==> src/sv/assert_macros.svh <==
// assertion macros shared by the rtl of the sparse checkpoint index
// no dependencies; each macro expects clk and rst_n in scope
`ifndef ASSERT_MACROS_SVH
`define ASSERT_MACROS_SVH

// antecedent holds -> consequent holds in the same cycle
`define SCX_ASSERT_IMPL(lbl, ante, cons) \
  lbl: assert property (@(posedge clk) disable iff (!rst_n) (ante) |-> (cons)) \
    else $error("implication check failed");

// antecedent holds -> consequent holds in the next cycle
`define SCX_ASSERT_NEXT(lbl, ante, cons) \
  lbl: assert property (@(posedge clk) disable iff (!rst_n) (ante) |=> (cons)) \
    else $error("next-cycle check failed");

// condition holds at every edge out of reset
`define SCX_ASSERT_ALWAYS(lbl, cond) \
  lbl: assert property (@(posedge clk) disable iff (!rst_n) (cond)) \
    else $error("invariant check failed");

`endif

==> src/sv/scx_ram.sv <==
// generic single-write, single-read ram with registered read data
// no dependencies
`timescale 1ns / 1ps

module scx_ram #(
  parameter int WIDTH = 8,
  parameter int DEPTH = 16
) (
  input  logic                     clk,
  input  logic                     we,
  input  logic [$clog2(DEPTH)-1:0] waddr,
  input  logic [WIDTH-1:0]         wdata,
  input  logic [$clog2(DEPTH)-1:0] raddr,
  output logic [WIDTH-1:0]         rdata
);

  logic [WIDTH-1:0] mem [DEPTH];
  logic [WIDTH-1:0] rdata_r;

  always_ff @(posedge clk) begin
    if (we) begin
      mem[waddr] <= wdata;
    end
    rdata_r <= mem[raddr];
  end

  assign rdata = rdata_r;

endmodule

==> config.mk <==
export PLATFORM = sky130hd
export DESIGN_NAME = scx_ram
export DESIGN_NICKNAME = d
export VERILOG_FILES = /design/src/sv/assert_macros.svh /design/src/sv/scx_ram.sv
export SDC_FILE = /design/constraint.sdc
export NUM_CORES = 1
export LEC_CHECK = 0
export BUFFER_PORTS_ARGS = -buffer_cell sky130_fd_sc_hd__buf_4
export CORE_MARGIN = 8
export CORE_UTILIZATION = 60
export DETAILED_ROUTE_END_ITERATION = 16
export PLACE_DENSITY = 0.78
export SYNTH_ARGS = -nofsm -noshare
export SYNTH_HDL_FRONTEND = slang
export SYNTH_SLANG_ARGS = --single-unit
export TNS_END_PERCENT = 100
==> constraint.sdc <==
create_clock -name clk -period 2.7 [get_ports clk]
set_input_delay 0.135 -clock clk [delete_from_list [all_inputs] [get_ports clk]]
set_output_delay 0.135 -clock clk [all_outputs]
set_load 0.03 [all_outputs]
==> impl_metrics.yaml <==
synth:
  synth_cells: 229
  ys_top_cells_by_count: "edfxtp_1 (128), mux4_2 (18), a22oi_1 (16)"
  synth_cell_types: 19
  synth_flop_cell: "edfxtp_1"
  synth_edf_count: 128
  synth_nets: 247
  synth.avg_cell_area_um2: 22.5
  yosys_warnings: 0
  ys_ff_latch: 136
  synth_area_leader_cell: "edfxtp_1"
  synthArstFlopShare: 0
  ys_seq_area_frac: 0.778
  synth_area_um2: 5150
  synthTopCellsByArea: "edfxtp_1 (75%), mux4_2 (7.9%), mux4_1 (7.1%)"
  yosysTopAreaCellShare: 0.747
  yosysMostFrequentCell: "edfxtp_1"
floorplan:
  die_w_um: 109
  die_area_um2: 11800
  die_h_um: 109
  initial_core_util: 0.623
  rows: 33
  boundaryPins: 26
  core_um2: 8260
clock_network:
  ctsResizeCount: 0
  cts_hold_buf: 8
  clk_latency_ps: 510
  cts_buffer_depth: 2
  path_clk_slew_ps: 60
  post_cts_buffers: 0
  cts_tree: "built"
  cts_buffers: 17
  clkSinkCount: 136
  root_buffer: "clkbuf_8"
  htreeDepth: 4
global_route:
  grtUsageTotal: 0.184
  grt_pass1_vias: 2589
  antenna_found_initial: 0
  grt_max_degree: 33
  use_met2: 0.295
  overflow: 0
  use_met1: 0.236
  use_met3: 0.0448
  grt_first_pass_wirelength_mm: 15.3
  busiest_layer: "met2"
final_layout:
  fin_nets: 295
  area_growth_pct: 18.7
  drive_above_1_share: 0.269
  n_fill_cell: 454
  instances_no_fill: 396
sta:
  rsz0062_at_grt: "no"
  fin_crit_sh: 0.529
  setup_violations: 0
  fin_skew_ps: 7.59
  max_slew.worst_pin.slew_ps: 942
  max_freq_mhz: 700
  maxSlewHeadroom: 0.370
  drv_slew: 0
  period_needed_ps: 1430
  setup_tns_ps: 0
  hold_viol_final: 0
drt:
  viasPerCell: 6.37
  dr.pass1.iters: 4
  drt_iter0_markers: 158
  drtAntennaViolNets: 0
  wl_per_cell_um: 25.9
  drt_wl_total_mm: 10.3
  vias: 2521
  drc: 0
hold_path:
  hold_path.class: "input port to flip-flop"
  min_to: "mem[8][6]$_DFFE_PP_"
  hold_start: "waddr[0]"
  hold_path_depth: 3
setup_path:
  startpoint: "mem[0][3]$_DFFE_PP_"
  cp.required_ps: 3100
  start_kind: "flip-flop"
  path_class: "flip-flop to flip-flop"
  path_max_fanout: 1
  arrival_ps: 1830
  r2r_start: "mem[0][3]$_DFFE_PP_"
  cp-end-kind: "flip-flop"
  rr_worst_depth: 3
  r2r_end: "rdata[3]$_DFF_P_"
  rrSetupSlack_ps: 1270
placement:
  dp.final_hpwl_mm: 5.85
  port_buffers: 25
  numPlacedInstances: 355
  gp_congestion: 0.747
run_status:
  status: "finished, final reports clean"
job:
  timing.max_cap.violations: 0
power:
  leakagePower_nw: 2.07
  power.density_nw_per_um2: 813
  peakVddDrop_mv: 0.461
-- cell usage in the layout (no fill, tap or decap), types with 2 or more instances in the layout --
master / netlist / layout
nor2_1: 13 / 13
a22oi_1: 16 / 16
edfxtp_1: 128 / 128
dlygate4sd3_1: 0 / 8
buf_4: 1 / 31
mux4_2: 18 / 18
nand2_1: 9 / 9
nand3b_1: 2 / 2
clkbuf_16: 0 / 16
nor3_1: 4 / 4
clkbuf_1: 0 / 3
clkinv_2: 0 / 2
bufinv_16: 0 / 4
clkinvlp_4: 0 / 2
nand2b_1: 2 / 2
clkinv_4: 0 / 2
mux4_1: 14 / 14
dfxtp_1: 8 / 8
-- power breakdown --
part	switching [W]	total [W]	internal, W
registers	0.0000180	0.00238	0.00236
clock network	0.000835	0.00233	0.00150
logic	0.000147	0.000255	0.000108
total	0.00100	0.00497	0.00397
-- flip-flops by register name, summed over array words and instances, names as in the netlist --
register / count
mem: 128
rdata: 8
-- final cells by class --
class	count	area, um2	area share
sequential	136	4000	0.655
multi-input combinational	83	1060	0.173
clock buffer	20	425	0.0696
timing repair buffer	39	313	0.0512
clock inverter	12	175	0.0287
tap	105	131	0.0215
antenna	1	2.50	0.000410
-- metal layers --
layer / part of all wire / vias up
met3: 0.076 / 20
met4: 0.017 / 0
met5: 0 / -
met1: 0.40 / 1301
met2: 0.51 / 132
li1: - / 1068
-- stage by stage --
step	power (W)	utilization	hold slack, ps	cell area, um2	worst slack, ps
finish	0.00497	0.740	145	6110	1270
global route	0.00508	0.739	145	6110	1220
CTS	0.00498	0.739	130	6110	1270
detailed placement	0.00267	0.657	442	5430	884
global placement	0.00266	0.657	435	5430	892
floorplan	0.00256	-	234	5150	1070
-- critical path, cell delays in order, from the launching register on --
cell and delay [ps]:
edfxtp_1 410, mux4_1 560, a22oi_1 270, nand2_1 80
-- how the worst max path moves through the flow --
| stage | depth (start not counted) | endpoint | slack (ps) |
|---|---|---|---|
| floorplan | 2 | mem[0][0]$_DFFE_PP_ | 1070 |
| global placement | 3 | mem[2][7]$_DFFE_PP_ | 890 |
| detailed placement | 3 | mem[3][1]$_DFFE_PP_ | 880 |
| CTS | 3 | rdata[3]$_DFF_P_ | 1270 |
| global route | 3 | rdata[3]$_DFF_P_ | 1220 |
| finish | 3 | rdata[3]$_DFF_P_ | 1270 |
-- cell families (layout without fill, tap and decap cells) --
group | after synthesis | count (layout) | share of synthesized area
flops | 136 | 136 | 0.778
compound gates | 16 | 16 | 0.0233
buf+inv | 10 | 71 | 0.0168
other cells | 0 | 1 | 0
simple gates | 35 | 35 | 0.0318
mux | 32 | 32 | 0.150
No activity file was read; power rests on OpenSTA's default activity.
